--- src/rtl/core/tcr_pkg.sv ---
`default_nettype none

package tcr_pkg;

   typedef logic [23:0] rgb_type;

   // Kind code of a foreground or background color
   typedef enum logic [1:0] {
      KIND_DEFAULT     = 2'd0,
      KIND_INDEX       = 2'd1,
      KIND_DIRECT      = 2'd2,
      KIND_DEFAULT_ALT = 2'd3
   } kind_type;

   // Where a decoded color comes from
   typedef enum logic [2:0] {
      SRC_DEFAULT = 3'd0,
      SRC_DIRECT  = 3'd1,
      SRC_THEME   = 3'd2,
      SRC_CUBE    = 3'd3,
      SRC_GRAY    = 3'd4
   } src_type;

   typedef enum logic [1:0] {
      LINK_NONE   = 2'd0,
      LINK_INSIDE = 2'd1,
      LINK_HOVER  = 2'd2
   } link_type;

   typedef enum logic [2:0] {
      CSR_DEFAULT_FG    = 3'd0,
      CSR_DEFAULT_BG    = 3'd1,
      CSR_DARK_THEME    = 3'd2,
      CSR_SELECTION_BG  = 3'd3,
      CSR_LINK_FG       = 3'd4,
      CSR_LINK_HOVER_FG = 3'd5
   } csr_index_type;

   localparam int unsigned CsrAddrWidth = 3;
   localparam int unsigned CsrDataWidth = 24;

   localparam logic [7:0] PaletteThemeEnd = 8'd16;
   localparam logic [7:0] PaletteCubeLast = 8'd231;
   localparam logic [7:0] PaletteGrayBase = 8'd232;

   localparam rgb_type RESET_DEFAULT_FG    = 24'hFFFFFF;
   localparam rgb_type RESET_DEFAULT_BG    = 24'h000000;
   localparam rgb_type RESET_SELECTION_BG  = 24'h333333;
   localparam rgb_type RESET_LINK_FG       = 24'h0000FF;
   localparam rgb_type RESET_LINK_HOVER_FG = 24'h00FFFF;

   localparam rgb_type DARK_TABLE [16] = '{
      24'h000000, 24'hCD0000, 24'h00CD00, 24'hCDCD00,
      24'h3B78FF, 24'hCD00CD, 24'h00CDCD, 24'hE5E5E5,
      24'h7F7F7F, 24'hFF0000, 24'h00FF00, 24'hFFFF00,
      24'h5C5CFF, 24'hFF00FF, 24'h00FFFF, 24'hFFFFFF
   };

   localparam rgb_type LIGHT_TABLE [16] = '{
      24'h000000, 24'hCD0000, 24'h00A000, 24'hA07000,
      24'h0000EE, 24'hCD00CD, 24'h00A0A0, 24'h666666,
      24'h555555, 24'hFF0000, 24'h00CD00, 24'hCDCD00,
      24'h5C5CFF, 24'hFF00FF, 24'h00CDCD, 24'h444444
   };

   // One color after the decode stage
   typedef struct packed {
      src_type    src;
      logic [3:0] theme_idx;
      logic [2:0] cube_r;
      logic [2:0] cube_g;
      logic [2:0] cube_b;
      logic [4:0] gray_step;
      rgb_type    direct;
   } dec_type;

   // Cell attributes that ride along with the colors
   typedef struct packed {
      logic       glyph;
      logic       underline;
      logic       inverse;
      logic       selected;
      link_type   link;
   } attr_type;

   function automatic logic [7:0] cube_level(input logic [2:0] c);
      logic [7:0] lvl;
      if (c == 3'd0) begin
         lvl = 8'd0;
      end else begin
         lvl = 8'(8'd55 + 8'(c) * 8'd40);
      end
      return lvl;
   endfunction

endpackage

`default_nettype wire

--- src/rtl/core/tcr_decode.sv ---
`default_nettype none

module tcr_decode (
   input  wire                 clock,
   input  wire                 enable,
   input  wire  [1:0]          kind,
   input  wire  [7:0]          red,
   input  wire  [7:0]          green,
   input  wire  [7:0]          blue,
   output tcr_pkg::dec_type    dec
);

   tcr_pkg::dec_type dec_in;
   tcr_pkg::dec_type dec_ff;

   logic [7:0] cube_n;
   logic [2:0] r6;
   logic [7:0] rem8;
   logic [5:0] rem;
   logic [2:0] g6;
   logic [5:0] brem;
   logic [7:0] gray8;

   always_comb begin
      cube_n = red - tcr_pkg::PaletteThemeEnd;

      // split the cube offset into base-6 digits by compare chains
      priority if (cube_n >= 8'd180) r6 = 3'd5;
      else if (cube_n >= 8'd144)     r6 = 3'd4;
      else if (cube_n >= 8'd108)     r6 = 3'd3;
      else if (cube_n >= 8'd72)      r6 = 3'd2;
      else if (cube_n >= 8'd36)      r6 = 3'd1;
      else                           r6 = 3'd0;

      rem8 = cube_n - 8'(r6) * 8'd36;
      rem  = rem8[5:0];

      priority if (rem >= 6'd30) g6 = 3'd5;
      else if (rem >= 6'd24)     g6 = 3'd4;
      else if (rem >= 6'd18)     g6 = 3'd3;
      else if (rem >= 6'd12)     g6 = 3'd2;
      else if (rem >= 6'd6)      g6 = 3'd1;
      else                       g6 = 3'd0;

      brem  = rem - 6'(g6) * 6'd6;
      gray8 = red - tcr_pkg::PaletteGrayBase;

      dec_in.theme_idx = red[3:0];
      dec_in.cube_r    = r6;
      dec_in.cube_g    = g6;
      dec_in.cube_b    = brem[2:0];
      dec_in.gray_step = gray8[4:0];
      dec_in.direct    = {red, green, blue};

      unique case (tcr_pkg::kind_type'(kind))
         tcr_pkg::KIND_INDEX: begin
            priority if (red < tcr_pkg::PaletteThemeEnd) dec_in.src = tcr_pkg::SRC_THEME;
            else if (red <= tcr_pkg::PaletteCubeLast)    dec_in.src = tcr_pkg::SRC_CUBE;
            else                                         dec_in.src = tcr_pkg::SRC_GRAY;
         end
         tcr_pkg::KIND_DIRECT:      dec_in.src = tcr_pkg::SRC_DIRECT;
         tcr_pkg::KIND_DEFAULT:     dec_in.src = tcr_pkg::SRC_DEFAULT;
         tcr_pkg::KIND_DEFAULT_ALT: dec_in.src = tcr_pkg::SRC_DEFAULT;
         default:                   dec_in.src = tcr_pkg::SRC_DEFAULT;
      endcase
   end

   always_ff @(posedge clock) begin
      if (enable) begin
         dec_ff <= dec_in;
      end
   end

   assign dec = dec_ff;

endmodule

`default_nettype wire

--- src/rtl/core/tcr_palette.sv ---
`default_nettype none

module tcr_palette (
   input  wire                 clock,
   input  wire                 enable,
   input  wire tcr_pkg::dec_type dec,
   input  wire                 dark_theme,
   input  wire tcr_pkg::rgb_type default_color,
   output tcr_pkg::rgb_type    color
);

   tcr_pkg::rgb_type color_in;
   tcr_pkg::rgb_type color_ff;
   logic [7:0]       gray;

   always_comb begin
      gray = 8'd8 + 8'(dec.gray_step) * 8'd10;
      unique case (dec.src)
         tcr_pkg::SRC_THEME: begin
            color_in = dark_theme ? tcr_pkg::DARK_TABLE[dec.theme_idx]
                                  : tcr_pkg::LIGHT_TABLE[dec.theme_idx];
         end
         tcr_pkg::SRC_CUBE: begin
            color_in = {tcr_pkg::cube_level(dec.cube_r),
                        tcr_pkg::cube_level(dec.cube_g),
                        tcr_pkg::cube_level(dec.cube_b)};
         end
         tcr_pkg::SRC_GRAY:    color_in = {gray, gray, gray};
         tcr_pkg::SRC_DIRECT:  color_in = dec.direct;
         tcr_pkg::SRC_DEFAULT: color_in = default_color;
         default:              color_in = default_color;
      endcase
   end

   always_ff @(posedge clock) begin
      if (enable) begin
         color_ff <= color_in;
      end
   end

   assign color = color_ff;

endmodule

`default_nettype wire

--- src/rtl/core/tcr_compose.sv ---
`default_nettype none

module tcr_compose (
   input  wire                 clock,
   input  wire                 enable,
   input  wire tcr_pkg::rgb_type  fg_color,
   input  wire tcr_pkg::rgb_type  bg_color,
   input  wire tcr_pkg::attr_type attr,
   input  wire tcr_pkg::rgb_type  selection_bg,
   input  wire tcr_pkg::rgb_type  link_fg,
   input  wire tcr_pkg::rgb_type  link_hover_fg,
   output tcr_pkg::rgb_type    fill_color,
   output tcr_pkg::rgb_type    text_color,
   output logic                draw_underline
);

   tcr_pkg::rgb_type fill_in;
   tcr_pkg::rgb_type fill_ff;
   tcr_pkg::rgb_type text_in;
   tcr_pkg::rgb_type text_ff;
   logic             uline_in;
   logic             uline_ff;
   tcr_pkg::rgb_type fg;
   logic             in_link;

   always_comb begin
      in_link = (attr.link != tcr_pkg::LINK_NONE);

      // a link overrides the foreground; the unused fourth code acts as hover
      priority if (!in_link)                     fg = fg_color;
      else if (attr.link == tcr_pkg::LINK_INSIDE) fg = link_fg;
      else                                        fg = link_hover_fg;

      priority if (attr.selected) begin
         fill_in = selection_bg;
         text_in = fg;
      end else if (attr.glyph && attr.inverse) begin
         fill_in = fg;
         text_in = bg_color;
      end else begin
         fill_in = bg_color;
         text_in = fg;
      end

      // blank cell: no pen, no underline
      if (!attr.glyph) begin
         text_in  = '0;
         uline_in = 1'b0;
      end else begin
         uline_in = attr.underline || in_link;
      end
   end

   always_ff @(posedge clock) begin
      if (enable) begin
         fill_ff  <= fill_in;
         text_ff  <= text_in;
         uline_ff <= uline_in;
      end
   end

   assign fill_color     = fill_ff;
   assign text_color     = text_ff;
   assign draw_underline = uline_ff;

endmodule

`default_nettype wire

--- src/rtl/core/terminal_cell_color_resolver_core.sv ---
// Terminal cell color resolver.
// Request channel (req_*): one text-cell attribute word per request; the color
// kinds ride in req_tuser, the components and cell flags in req_tdata.
// Response channel (rsp_*): one response per request with the fill color, the
// text color and the underline flag, all in rsp_tdata.
// Configuration (csr_*): a write lands at the clock edge where csr_we is
// high; registers 0..5 are default_fg, default_bg, dark_theme, selection_bg,
// link_fg and link_hover_fg. Other indexes are ignored. Write only while no
// request is in flight.
// Pipeline: the decode, palette lookup and compose register stages, in that order;
// rsp_tvalid is the valid bit of the compose stage.
// Throughput: one request per cycle while rsp_tready stays high; each stage holds a
// valid bit and moves on whenever the stage after it is empty or moving.
// Reset: all stages empty, registers at their documented defaults.
// Stall: when rsp_tready is low the last stage holds its request, earlier
// stages fill their bubbles, and req_tready drops once all three are full.
`default_nettype none

module terminal_cell_color_resolver_core (
   input  wire         clock,
   input  wire         reset,
   // request
   input  wire         req_tvalid,
   output logic        req_tready,
   // fg_red, fg_green, fg_blue, bg_red, bg_green, bg_blue, glyph_present,
   // style_flags, selected, link_state, zero pad
   input  wire  [55:0] req_tdata,
   // fg_kind, bg_kind
   input  wire  [3:0]  req_tuser,
   // response
   output logic        rsp_tvalid,
   input  wire         rsp_tready,
   // fill_color, text_color, draw_underline, zero pad
   output logic [55:0] rsp_tdata,
   // configuration
   input  wire         csr_we,
   input  wire  [tcr_pkg::CsrAddrWidth-1:0] csr_addr,
   input  wire  [tcr_pkg::CsrDataWidth-1:0] csr_wdata
);

   tcr_pkg::rgb_type  default_fg_ff;
   tcr_pkg::rgb_type  default_fg_in;
   tcr_pkg::rgb_type  default_bg_ff;
   tcr_pkg::rgb_type  default_bg_in;
   logic              dark_theme_ff;
   logic              dark_theme_in;
   tcr_pkg::rgb_type  selection_bg_ff;
   tcr_pkg::rgb_type  selection_bg_in;
   tcr_pkg::rgb_type  link_fg_ff;
   tcr_pkg::rgb_type  link_fg_in;
   tcr_pkg::rgb_type  link_hover_fg_ff;
   tcr_pkg::rgb_type  link_hover_fg_in;

   logic              s1_valid_ff;
   logic              s1_valid_in;
   logic              s2_valid_ff;
   logic              s2_valid_in;
   logic              s3_valid_ff;
   logic              s3_valid_in;
   logic              s1_ready;
   logic              s2_ready;
   logic              s3_ready;
   logic              s1_load;
   logic              s2_load;
   logic              s3_load;

   tcr_pkg::attr_type attr_req;
   tcr_pkg::attr_type attr_s1_ff;
   tcr_pkg::attr_type attr_s2_ff;

   tcr_pkg::dec_type  fg_dec;
   tcr_pkg::dec_type  bg_dec;
   tcr_pkg::rgb_type  fg_color;
   tcr_pkg::rgb_type  bg_color;
   tcr_pkg::rgb_type  fill_color;
   tcr_pkg::rgb_type  text_color;
   logic              draw_underline;

   // configuration registers
   always_comb begin
      default_fg_in    = default_fg_ff;
      default_bg_in    = default_bg_ff;
      dark_theme_in    = dark_theme_ff;
      selection_bg_in  = selection_bg_ff;
      link_fg_in       = link_fg_ff;
      link_hover_fg_in = link_hover_fg_ff;
      if (csr_we) begin
         unique case (csr_addr)
            tcr_pkg::CSR_DEFAULT_FG:    default_fg_in    = csr_wdata;
            tcr_pkg::CSR_DEFAULT_BG:    default_bg_in    = csr_wdata;
            tcr_pkg::CSR_DARK_THEME:    dark_theme_in    = csr_wdata[0];
            tcr_pkg::CSR_SELECTION_BG:  selection_bg_in  = csr_wdata;
            tcr_pkg::CSR_LINK_FG:       link_fg_in       = csr_wdata;
            tcr_pkg::CSR_LINK_HOVER_FG: link_hover_fg_in = csr_wdata;
            default: ;
         endcase
      end
   end

   always_ff @(posedge clock) begin
      if (reset) begin
         default_fg_ff    <= tcr_pkg::RESET_DEFAULT_FG;
         default_bg_ff    <= tcr_pkg::RESET_DEFAULT_BG;
         dark_theme_ff    <= 1'b1;
         selection_bg_ff  <= tcr_pkg::RESET_SELECTION_BG;
         link_fg_ff       <= tcr_pkg::RESET_LINK_FG;
         link_hover_fg_ff <= tcr_pkg::RESET_LINK_HOVER_FG;
      end else begin
         default_fg_ff    <= default_fg_in;
         default_bg_ff    <= default_bg_in;
         dark_theme_ff    <= dark_theme_in;
         selection_bg_ff  <= selection_bg_in;
         link_fg_ff       <= link_fg_in;
         link_hover_fg_ff <= link_hover_fg_in;
      end
   end

   // pipeline flow: a stage loads when it is empty or the next one takes its request
   always_comb begin
      s3_ready = !s3_valid_ff || rsp_tready;
      s2_ready = !s2_valid_ff || s3_ready;
      s1_ready = !s1_valid_ff || s2_ready;
      s1_load  = s1_ready && req_tvalid;
      s2_load  = s2_ready && s1_valid_ff;
      s3_load  = s3_ready && s2_valid_ff;
      s1_valid_in = s1_ready ? req_tvalid  : s1_valid_ff;
      s2_valid_in = s2_ready ? s1_valid_ff : s2_valid_ff;
      s3_valid_in = s3_ready ? s2_valid_ff : s3_valid_ff;
   end

   always_ff @(posedge clock) begin
      if (reset) begin
         s1_valid_ff <= 1'b0;
         s2_valid_ff <= 1'b0;
         s3_valid_ff <= 1'b0;
      end else begin
         s1_valid_ff <= s1_valid_in;
         s2_valid_ff <= s2_valid_in;
         s3_valid_ff <= s3_valid_in;
      end
   end

   always_comb begin
      attr_req.glyph     = req_tdata[48];
      attr_req.underline = req_tdata[49];
      attr_req.inverse   = req_tdata[50];
      attr_req.selected  = req_tdata[51];
      attr_req.link      = tcr_pkg::link_type'(req_tdata[53:52]);
   end

   always_ff @(posedge clock) begin
      if (s1_load) begin
         attr_s1_ff <= attr_req;
      end
      if (s2_load) begin
         attr_s2_ff <= attr_s1_ff;
      end
   end

   tcr_decode u_fg_decode (
      .clock  (clock),
      .enable (s1_load),
      .kind   (req_tuser[1:0]),
      .red    (req_tdata[7:0]),
      .green  (req_tdata[15:8]),
      .blue   (req_tdata[23:16]),
      .dec    (fg_dec)
   );

   tcr_decode u_bg_decode (
      .clock  (clock),
      .enable (s1_load),
      .kind   (req_tuser[3:2]),
      .red    (req_tdata[31:24]),
      .green  (req_tdata[39:32]),
      .blue   (req_tdata[47:40]),
      .dec    (bg_dec)
   );

   tcr_palette u_fg_palette (
      .clock         (clock),
      .enable        (s2_load),
      .dec           (fg_dec),
      .dark_theme    (dark_theme_ff),
      .default_color (default_fg_ff),
      .color         (fg_color)
   );

   tcr_palette u_bg_palette (
      .clock         (clock),
      .enable        (s2_load),
      .dec           (bg_dec),
      .dark_theme    (dark_theme_ff),
      .default_color (default_bg_ff),
      .color         (bg_color)
   );

   tcr_compose u_compose (
      .clock          (clock),
      .enable         (s3_load),
      .fg_color       (fg_color),
      .bg_color       (bg_color),
      .attr           (attr_s2_ff),
      .selection_bg   (selection_bg_ff),
      .link_fg        (link_fg_ff),
      .link_hover_fg  (link_hover_fg_ff),
      .fill_color     (fill_color),
      .text_color     (text_color),
      .draw_underline (draw_underline)
   );

   assign req_tready = s1_ready;
   assign rsp_tvalid = s3_valid_ff;
   assign rsp_tdata  = {7'd0, draw_underline, text_color, fill_color};

`ifndef SYNTHESIS
   a_accept_fills_s1: assert property (@(posedge clock) disable iff (reset)
      (req_tvalid && req_tready) |=> s1_valid_ff)
      else $error("accepted request did not reach stage 1");

   a_s1_moves_into_empty_s2: assert property (@(posedge clock) disable iff (reset)
      (s1_valid_ff && !s2_valid_ff) |=> s2_valid_ff)
      else $error("stage 1 request did not advance into empty stage 2");

   a_s2_holds_on_stall: assert property (@(posedge clock) disable iff (reset)
      (s2_valid_ff && s3_valid_ff && !rsp_tready) |=> s2_valid_ff)
      else $error("stalled stage 2 request was lost");

   a_ready_when_bubble: assert property (@(posedge clock) disable iff (reset)
      (!s1_valid_ff || !s2_valid_ff || !s3_valid_ff) |-> req_tready)
      else $error("request stalled while the pipeline has a bubble");
`endif

endmodule

`default_nettype wire

--- config.mk ---
export PLATFORM = sky130hd
export DESIGN_NAME = terminal_cell_color_resolver_core
export DESIGN_NICKNAME = d
export VERILOG_FILES = /design/src/rtl/core/tcr_pkg.sv /design/src/rtl/core/tcr_decode.sv /design/src/rtl/core/tcr_palette.sv /design/src/rtl/core/tcr_compose.sv /design/src/rtl/core/terminal_cell_color_resolver_core.sv
export SDC_FILE = /design/constraint.sdc
export NUM_CORES = 1
export LEC_CHECK = 0
export BUFFER_PORTS_ARGS = -buffer_cell sky130_fd_sc_hd__buf_4
export CAP_MARGIN = 15
export CORE_MARGIN = 2
export CORE_UTILIZATION = 50
export CTS_CLUSTER_DIAMETER = 80
export DETAILED_ROUTE_END_ITERATION = 6
export PLACE_DENSITY_LB_ADDON = 0.05
export SETUP_SLACK_MARGIN = 0.5
export SYNTH_ARGS = -nofsm -noshare
export SYNTH_HDL_FRONTEND = slang
export SYNTH_SLANG_ARGS = --single-unit
--- constraint.sdc ---
create_clock -name clock -period 5.07 [get_ports clock]
set_clock_uncertainty 0.1 [all_clocks]
set_input_delay 0.507 -clock clock [delete_from_list [all_inputs] [get_ports clock]]
set_output_delay 0.507 -clock clock [all_outputs]
set_load 0.02 [all_outputs]
=== After elaboration in Yosys (flattened, before gate mapping) ===
Memories as Yosys holds them, arrays and structs flattened.
Cells that the tools add are included.

* Flip-flop bits (word level): 323
* Word-level logic and storage cells: 197
* Bits in read-only memories: 1,536
* Memories kept: 4
* Bits of input ports: 92

* Bitwise gates (word level): 2
* Muxes and demuxes: 50
* Eq/ne operators: 20
* Reductions and logical operators: 29
* $add $sub $neg: 16
* Multipliers: 12
* $lt $le $gt $ge: 26

{| class="wikitable"
|+ Memories
! name !! words !! bits a word !! read ports !! clocked after memory_dff !! wr ports !! RTL line !! source
|-
| (name not given) || 16 || 24 || 1 || 0 || 0 || tcr_palette.sv:20 || <nowiki>color_in = dark_theme ? tcr_pkg::DARK_TABLE[dec.theme_idx]</nowiki>
|-
| (name not given) || 16 || 24 || 1 || 0 || 0 || tcr_palette.sv:21 || <nowiki>: tcr_pkg::LIGHT_TABLE[dec.theme_idx];</nowiki>
|-
| (name not given) || 16 || 24 || 1 || 0 || 0 || tcr_palette.sv:20 ||
|-
| (name not given) || 16 || 24 || 1 || 0 || 0 || tcr_palette.sv:21 ||
|}

{| class="wikitable"
|+ Operator list
! kind !! count
|-
| 24-bit 2-to-1 mux || 16
|-
| 24-bit one-hot mux with 4 select lines || 2
|-
| 3-bit 2-to-1 mux || 20
|-
| 6-bit by 8-bit adder with 8-bit output, first input constant || 6
|-
| 8-bit 2-to-1 mux || 6
|-
| 6-bit by 5-bit greater-or-equal comparator with 1-bit output, second input constant || 6
|-
| 8-bit by 7-bit greater-or-equal comparator with 1-bit output, second input constant || 4
|-
| 8-bit greater-or-equal comparator, second input constant || 4
|-
| 3-bit by 3-bit multiplier with 5-bit output, second input constant || 6
|-
| 3-bit zero test || 7
|-
| 3-bit by 2-bit equality test with 1-bit output, second input constant || 6
|-
| 3-bit one-hot mux with 3 select lines || 2
|-
| 4-bit by 8-bit adder with 8-bit output, first input constant || 2
|-
| 8-bit by 6-bit greater-or-equal comparator with 1-bit output, second input constant || 2
|-
| 8-bit less-or-equal comparator, second input constant || 2
|-
| 8-bit by 5-bit less-than comparator with 1-bit output, second input constant || 2
|-
| 8-bit by 5-bit subtractor with 8-bit output, second input constant || 2
|-
| 5-bit by 3-bit multiplier with 7-bit output, second input constant || 2
|-
| 3-bit equality test, second input constant || 4
|-
| 6-bit by 3-bit greater-or-equal comparator with 1-bit output, second input constant || 2
|-
| 6-bit by 4-bit greater-or-equal comparator with 1-bit output, second input constant || 2
|-
| 2-bit AND reduction || 6
|-
| 6-bit subtractor || 2
|-
| 5-bit greater-or-equal comparator, second input constant || 2
|-
| other kinds (15) || 40
|}

=== Logic depth before layout (Yosys ltp) ===
Gate-level depths: netlist of run 1.

* Depth after elaboration: 17
* Depth in mapped cells: 17

=== Hierarchy ===
A second synthesis of run 1 with hierarchy kept.

* Cells, all modules: 1,619
* Area, all modules: 17,362.9 µm²

{| class="wikitable"
|+ By module, submodules not included
! module !! sequential area each (µm²) !! cells an instance !! instances !! area each (µm²)
|-
| terminal_cell_color_resolver_core || 2,842.7 || 487 || 1 || 5,275.1
|-
| tcr_decode || 1,111.1 || 133 || 2 || 1,823.0
|-
| tcr_compose || 1,471.4 || 252 || 1 || 3,140.5
|-
| tcr_palette at u_bg_palette || 720.7 || 310 || 1 || 2,677.6
|-
| tcr_palette at u_fg_palette || 720.7 || 304 || 1 || 2,623.8
|}

=== Least setup slack after synthesis of run 1 ===
OpenSTA, ideal clock, no wires.

* Kind: register -> register
* Start point: register s1_valid_ff
* End point: register attr_s1_ff[0] in the netlist's numbering (enable)
* Path slack: -0.281 ns
* Cell stages (with the launch flop): 2
* Library setup time: 0.566 ns
* Data arrival time: 4.685 ns
* Cell sequence: dfxtp_1 > a31oi_1

* Longest elaborated chain between the ends: 3

{| class="wikitable"
|+ Ends and longest elaborated chain
! what !! RTL line !! source
|-
| start: declaration || terminal_cell_color_resolver_core.sv:54 || <nowiki>logic s1_valid_ff;</nowiki>
|-
| start signal: assignment || terminal_cell_color_resolver_core.sv:137 || <nowiki>s1_valid_ff <= s1_valid_in;</nowiki>
|-
| 1-bit zero test || terminal_cell_color_resolver_core.sv:122 || <nowiki>s1_ready = !s1_valid_ff || s2_ready;</nowiki>
|-
| 1-bit logical OR || terminal_cell_color_resolver_core.sv:122 ||
|-
| 1-bit logical AND || terminal_cell_color_resolver_core.sv:123 || <nowiki>s1_load = s1_ready && req_tvalid;</nowiki>
|-
| named net s1_load || terminal_cell_color_resolver_core.sv:63 || <nowiki>logic s1_load;</nowiki>
|-
| end signal: assignment || terminal_cell_color_resolver_core.sv:153 || <nowiki>attr_s1_ff <= attr_req;</nowiki>
|-
| end: declaration || terminal_cell_color_resolver_core.sv:68 || <nowiki>tcr_pkg::attr_type attr_s1_ff;</nowiki>
|}

The timed path passes the listed nets, and every way through them passes these cells.
A chain may end at the register's enable or synchronous reset.

==> metrics.yaml, run 1 <==
synth_cell_types: 75
crit_path_start_kind: "input pin"
grt_pass1_wl_um: 70800
p_int_mw: 4.73
synth-seq-cells: 307
combPwrFrac_pct: 17.2
cts_setup_buffers: 0
yosysTopAreaCellShare_pct: 34.0
syn_inst: 1702
total_power_mw: 6.59
arrival_ps: 4040
gp_congestion: 0.885
core_area_um2: 31700
die_y_um: 184
n_fill_cell: 2724
ant_nets: 0
rows: 65
finalSetupViolCount: 0
yosysTopAreaCell: "edfxtp_1"
initial_core_util_pct: 51.0
swShare_pct: 28.2
ys.warnings.count: 0
period_share_pct: 76.2
synthFlopType: "edfxtp_1"
routed_wl_um: 46200
vias_per_cell: 5.84
drtIter0Drc: 1155
synth_area_um2: 16200
gr-usage-all-layers_pct: 27.3
outcome: "finished, final reports clean"
fin_crit_ps: 3860
firstDrtPassIters: 6
finalHoldViolCount: 0
dp_hpwl_um: 32100
worstPathMaxFanout: 8
port_buffers: 140
io_pins: 150
required_ps: 5250
seqPwrFrac_pct: 45.4
synth_area_per_cell_um2: 9.51
drive_above_1_share_pct: 12.2
cts_buffer_depth: 3
synth_area_leaders: "edfxtp_1, dfxtp_1, nand2_1, ha_1, a21oi_1"
num-nets-final: 1955
irDropWorstVdd_mv: 0.237
grt_pass1_vias: 12100
antenna_found_initial: 2
grt_overflow: 0
fp.dieW_um: 184
power.leakage_nw: 7.33
timing.fmax_ghz: 0.259
grt_max_degree: 81
ys_seq_area_share_pct: 49.3
numCtsBuffers: 35
powerDensity_nw_per_um2: 354
worstMarginPinSlew_ps: 1100
clkSinkCount: 307
critPathCaptureType: "flip-flop"
fin_setup_tns_ps: 0
design.die.area_um2: 33800
p_switching_mw: 1.86
rsz0062_at_grt: "no"
criticalPathCategory: "in -> reg"
cts_hold_buf: 0
clock_power_share_pct: 37.4
synth_edf_count: 183
cts-root-buf: "clkbuf_16"
clk_latency_ps: 530
finalMaxSlewViolations: 0
syn2layout_area_growth_pct: 15.1
async_flop_share_pct: 0
cap_violations: 0
hp-class: "in -> reg"
htree_levels: 2
cts_resized: 0
path_clk_slew_ps: 60
via_count: 13000
cts_tree: "done"
routedWlPerCell_um: 20.8
relSlewSlack_pct: 26.8
drc: 0
## critical path, stage by stage
cell and delay [ps]:
buf_4 130, inv_1 110, ha_1 300, xnor2_1 310, o211ai_1 180, a2bb2oi_1 250, o21ai_0 250, ha_1 330
nor2b_1 120, o21ai_0 180, nor3b_1 290, a211oi_1 90, nand2b_1 220, a2111o_1 400, ha_1 200, xor2_1 150
## power by group through the flow
stage                     logic [mW]  clock network, mW  registers, mW
after floorplan                0.774                  0           2.98
after global placement          1.10                  0           3.04
after detailed placement        1.12                  0           3.04
after CTS                       1.13               2.51           2.99
after global routing            1.25               2.61           3.01
final                           1.14               2.46           2.99
## cells in the final DEF (no fill, tap or decap), drive strengths merged, types with 8 or more instances in the layout
cell,n
nand2,368
edfxtp,183
buf,158
a21oi,131
dfxtp,124
o21ai,120
nor2,84
inv,62
ha,59
mux2i,57
clkbuf,55
nor2b,41
nand3b,40
a21boi,29
a211o,27
xnor2,22
fa,15
a211oi,15
nand3,13
a31oi,12
nor3,12
o211ai,11
a221oi,11
o22a,11
xor2,10
nand2b,9
o21a,8
clkinv,8
## metal layers
metal  part of all wire, %  GRT usage [%]
met5                 0.024              0
met2                    45           42.9
met1                    45           39.5
met4                   3.1           8.74
met3                   6.2           3.03
## cells in the mapped netlist, types with 5 or more instances
cell	count
nor3_1	11
fa_1	15
a21oi_1	131
edfxtp_1	183
a211o_1	27
a31oi_1	12
o311ai_0	5
o21ai_0	119
nor2_1	84
o22a_1	11
a21boi_0	29
o22ai_1	7
xnor2_1	22
a221oi_1	11
nand2_1	368
nand3b_1	40
o211ai_1	11
buf_4	8
inv_1	61
nor3b_1	7
a211oi_1	14
nand2b_1	9
a2111o_1	7
nand3_1	13
mux2i_1	57
a22oi_1	6
xor2_1	10
ha_1	59
nor2b_1	41
dfxtp_1	124
and2_1	6
o32a_1	7
a21o_1	7
clkbuf_1	99
o21a_1	8
## cell families (layout without fill, tap and decap cells)
logic type,after synthesis,in the layout,synth area share [%]
simple gates,600,600,16.6
compound gates,451,451,17.9
flops,307,307,49.3
buf+inv,178,286,4.34
fa+ha+maj,75,75,6.48
mux,58,58,3.59
xor+xnor,32,32,1.73
other cells,1,8,0.0232
## path summary, 6_finish.rpt
path / to / startpoint / slack [ps] / cells after the start
worst min register to register: attr_s2_ff[2] / attr_s1_ff[2] / 320 / 0
worst max-delay path: u_fg_decode.dec[31] / req_tdata[4] / 1210 / 16
worst min-delay path: attr_s1_ff[0] / req_tdata[52] / 50 / 1
worst max register to register: u_bg_palette.color[5] / u_bg_decode.dec[18] / 1490 / 8
## cell type report
| type | count | area (µm²) | share of cell area [%] |
|---|---|---|---|
| clock buffers | 55 | 1010 | 5.43 |
| flip-flops and latches | 307 | 7980 | 42.8 |
| well taps | 402 | 503 | 2.70 |
| multi-input cells | 1223 | 7590 | 40.8 |
| repair buffers | 158 | 1190 | 6.37 |
| clock inverters | 9 | 113 | 0.605 |
| inverters | 64 | 240 | 1.29 |
| diodes | 1 | 2.50 | 0.0134 |
## state kept, by name, indices dropped and copies added (netlist names)
register,cells
attr_s1_ff,6
attr_s2_ff,6
dark_theme_ff,1
default_bg_ff,24
default_fg_ff,24
link_fg_ff,24
link_hover_fg_ff,24
rsp_tvalid,1
s1_valid_ff,1
s2_valid_ff,1
selection_bg_ff,24
u_bg_decode.dec,37
u_bg_palette.color,24
u_compose.draw_underline,1
u_compose.fill_color,24
u_compose.text_color,24
u_fg_decode.dec,37
u_fg_palette.color,24
## through the flow
stage / hold slack (ps) / instance area [µm²] / utilization (%) / instances / setup slack, ps
2_1_floorplan: 300 / 16200 / - / 1708 / 1260
3_3_place_gp: 302 / 17500 / 55.2 / 2154 / 732
3_5_place_dp: 305 / 17500 / 55.2 / 2154 / 670
4_1_cts: 35.8 / 18600 / 58.7 / 2218 / 1230
5_1_grt: 39.1 / 18600 / 58.7 / 2218 / 937
6_report: 53.1 / 18600 / 58.7 / 2219 / 1210
Note: power is estimated with default switching activity, not from simulation.
==> run 2: changes to the inputs <==
--- a/config.mk
+++ b/config.mk
@@ -5,6 +5,7 @@
 export SDC_FILE = /design/constraint.sdc
 export NUM_CORES = 1
 export LEC_CHECK = 0
+export ABC_AREA = 1
 export BUFFER_PORTS_ARGS = -buffer_cell sky130_fd_sc_hd__buf_4
 export CAP_MARGIN = 15
 export CORE_MARGIN = 2
==> constraint.sdc (replaced) <==
create_clock -name clock -period 3.41 [get_ports clock]
set_clock_uncertainty 0.1 [all_clocks]
set_input_delay 0.341 -clock clock [delete_from_list [all_inputs] [get_ports clock]]
set_output_delay 0.341 -clock clock [all_outputs]
set_load 0.02 [all_outputs]
==> run 2 against run 1 <==
Compared with the run above: global-route usage grew 2.8 points; combinational power grew 81%; wire length grew 8.7%; first-iteration DRC count grew 25%; total power grew 55%; synthesized area shrank 3.4%; non-clock buffer count grew 151; sequential power grew 45%; sequential cell count is the same; die area shrank 3.4%; clock power grew 56%; largest cell class unchanged.
==> metrics.yaml, run 2 <==
hp-class: "in -> reg"
ant_nets: 0  # unchanged
core_area_um2: 30700  # -3.3%
async_flop_share_pct: 0  # unchanged
gr-usage-all-layers_pct: 30.1  # +2.8 points
timing.rr.end: "u_fg_palette.color[15]"
irDropWorstVdd_mv: 0.285  # +21%
synth_cell_types: 57  # -24%
powerDensity_nw_per_um2: 515  # +45%
die_y_um: 181  # -1.7%
worstMarginPinSlew_ps: 1130  # +34.0 ps
timing.fmax_ghz: 0.328
clkSinkCount: 307  # unchanged
outcome: "finished, final reports clean"
routedWlPerCell_um: 20.1  # -3.6%
layout_common_cells: "nand2_1, buf_4, nor2_1"
cts_buffer_depth: 3  # unchanged
arrival_ps: 3220  # -820 ps
stdcell_count: 2502  # +13%
power.leakage_nw: 8.54  # +17%
yosysTopAreaCellShare_pct: 35.2  # +1.2 points
ff2ff_path_depth: 7  # -1
criticalPathCategory: "in -> reg"
gp_congestion: 0.935  # +5.6%
finalSetupViolCount: 0  # unchanged
drive_above_1_share_pct: 19.8  # +7.6 points
fp.dieW_um: 181  # -1.7%
synth_edf_count: 183  # unchanged
finalHoldViolCount: 0  # unchanged
placed_area_um2: 17600  # +0.78%
fin_setup_tns_ps: 0  # unchanged
synth_area_per_cell_um2: 8.60  # -9.5%
antenna_found_initial: 0  # -2
pre_cts_slack_ps: -247  # -918 ps
p_int_mw: 7.37  # +56%
grt_pass1_vias: 13400  # +11%
critPathCaptureType: "flip-flop"
crit_path_end: "u_fg_decode.dec[31]"
period_share_pct: 89.3
p_switching_mw: 2.86  # +54%
grt_overflow: 0  # unchanged
initial_core_util_pct: 51.0  # -0.067 points
ys_seq_area_share_pct: 51.0  # +1.8 points
finalMaxSlewViolations: 0  # unchanged
cap_violations: 0  # unchanged
synthFlopType: "edfxtp_1"
synth-seq-cells: 307  # unchanged
port_buffers: 140  # unchanged
vias_per_cell: 5.65  # -3.3%
htree_levels: 2  # unchanged
clock_power_share_pct: 37.4  # about the same
fin_crit_ps: 3050
cts_tree: "done"
ys_top_cells_by_count: "nand2_1, nor2_1, edfxtp_1, o21ai_0, inv_1"
cts-root-buf: "clkbuf_16"
rsz0062_at_grt: "yes"
syn_inst: 1817  # +6.8%
combPwrFrac_pct: 20.1  # +2.9 points
synth_area_um2: 15600  # -3.4%
swShare_pct: 28.0  # -0.26 points
required_ps: 3590  # -1660 ps
seqPwrFrac_pct: 42.5  # -2.9 points
design.die.area_um2: 32700  # -3.4%
synth.most_common_cell: "nand2_1"
clk_latency_ps: 520  # about the same
worstPathMaxFanout: 4  # -4
r2r_slack_ps: 600  # -890 ps
grt_max_degree: 73  # -9.9%
synth_area_leaders: "edfxtp_1, dfxtp_1, nand2_1, nor2_1, o21ai_0"
final_common_cell: "nand2_1"
yosysTopAreaCell: "edfxtp_1"
grt_pass1_wl_um: 76600  # +8.1%
drc: 0  # unchanged
numCtsBuffers: 35  # unchanged
n_antenna_cell: 0  # -1
crit_path_start_kind: "input pin"
dp_hpwl_um: 35200  # +9.5%
relSlewSlack_pct: 24.3  # -2.5 points
routed_wl_um: 50200  # +8.7%
drtIter0Drc: 1439  # +25%
crit_start: "req_tdata[4]"
final.setup.worst_slack_ps: 363  # -842 ps
num-nets-final: 2245  # +15%
reg2reg_from: "u_fg_decode.dec[18]"
path_clk_slew_ps: 70  # about the same
via_count: 14100  # +9.1%
final_area_um2: 19900  # +6.8%
syn2layout_area_growth_pct: 27.3
firstDrtPassIters: 5  # -1
place_inst: 2349  # +9.1%
ys.warnings.count: 0  # unchanged
io_pins: 150  # unchanged
rows: 64  # -1.5%
## run 2: logic make-up (layout without fill, tap and decap cells)
logic type | count (synthesis) | in the layout | share of synthesized area [%]
adder cells (fa/ha/maj) | 74 | 74 | 6.64
flip-flops | 307 | 307 | 51.0
XOR/XNOR | 20 | 20 | 1.17
other | 1 | 7 | 0.0240
AO/OA/AOI/OAI | 385 | 385 | 14.1
buffers and inverters | 244 | 527 | 6.12
AND/OR/NAND/NOR | 786 | 786 | 20.9
## run 2: worst min-delay path by stage
stage                             start             endpoint  slack, ps  cells past startpoint
after CTS                  csr_wdata[1]   selection_bg_ff[1]          8                      3
after detailed placement  attr_s1_ff[1]        attr_s2_ff[1]        300                      0
after global placement    attr_s1_ff[1]        attr_s2_ff[1]        300                      0
after floorplan           attr_s1_ff[0]        attr_s2_ff[0]        300                      0
final                      csr_wdata[1]   selection_bg_ff[1]         20                      3
after global routing       req_tdata[4]  u_fg_decode.dec[20]         20                      2
## run 2: what timing repair did
action	CTS	global route
buffers inserted	33	4
pin swaps	41	11
hold endpoints to repair	56	0
endpoints found under the setup margin	2	6
resized for setup	24	37
hold buffers	52	0
## run 2: critical path: stages
cell	delay, ps
buf_8	80
clkinvlp_4	120
ha_4	200
inv_2	60
nand2_2	60
nand2_2	80
inv_2	60
nand2_1	70
nand3_1	130
nand2_2	120
nand2_2	80
ha_4	160
inv_2	60
fa_2	450
inv_2	120
o21ai_1	80
nand3_1	80
nand2_1	60
nand2_2	90
nand2_4	60
ha_4	160
xnor2_2	130
nand3b_1	160
nand2_1	100
inv_1	40
nand2_1	50
nand2_1	40
## run 2: power by group through the flow
stage	Combinational (mW)	Clock (mW)	Sequential, mW
floorplan	1.08	0	4.40
global placement	1.72	0	4.42
detailed placement	1.75	0	4.42
CTS	1.95	3.87	4.34
global route	2.25	4.02	4.37
finish	2.06	3.83	4.35
## run 2: metrics by stage
stage / power (mW) / utilization [%] / hold slack (ps)
after CTS: 10.2 / 64.2 / 8.38
final: 10.2 / 64.8 / 21.0
after global placement: 6.13 / 57.5 / 301
after detailed placement: 6.17 / 57.5 / 305
after global routing: 10.6 / 64.8 / 19.8
after floorplan: 5.48 / - / 300
## run 2: layout make-up
cell class / count / area (µm²)
Tap cell: 396 / 495
Clock inverter: 18 / 160
Sequential cell: 307 / 7980
Inverter: 154 / 594
Multi-Input combinational cell: 1272 / 7090
Clock buffer: 46 / 1030
Timing Repair Buffer: 309 / 2530
Fill cell: 2557 / 10800
## run 2: routing by layer
layer	wire [µm]	vias to the layer above	GRT usage (%)
met5	0	-	0
met4	2220	0	12.7
met3	3910	100	4.25
met2	23000	631	47.4
met1	21100	6726	41.6
li1	-	6683	-
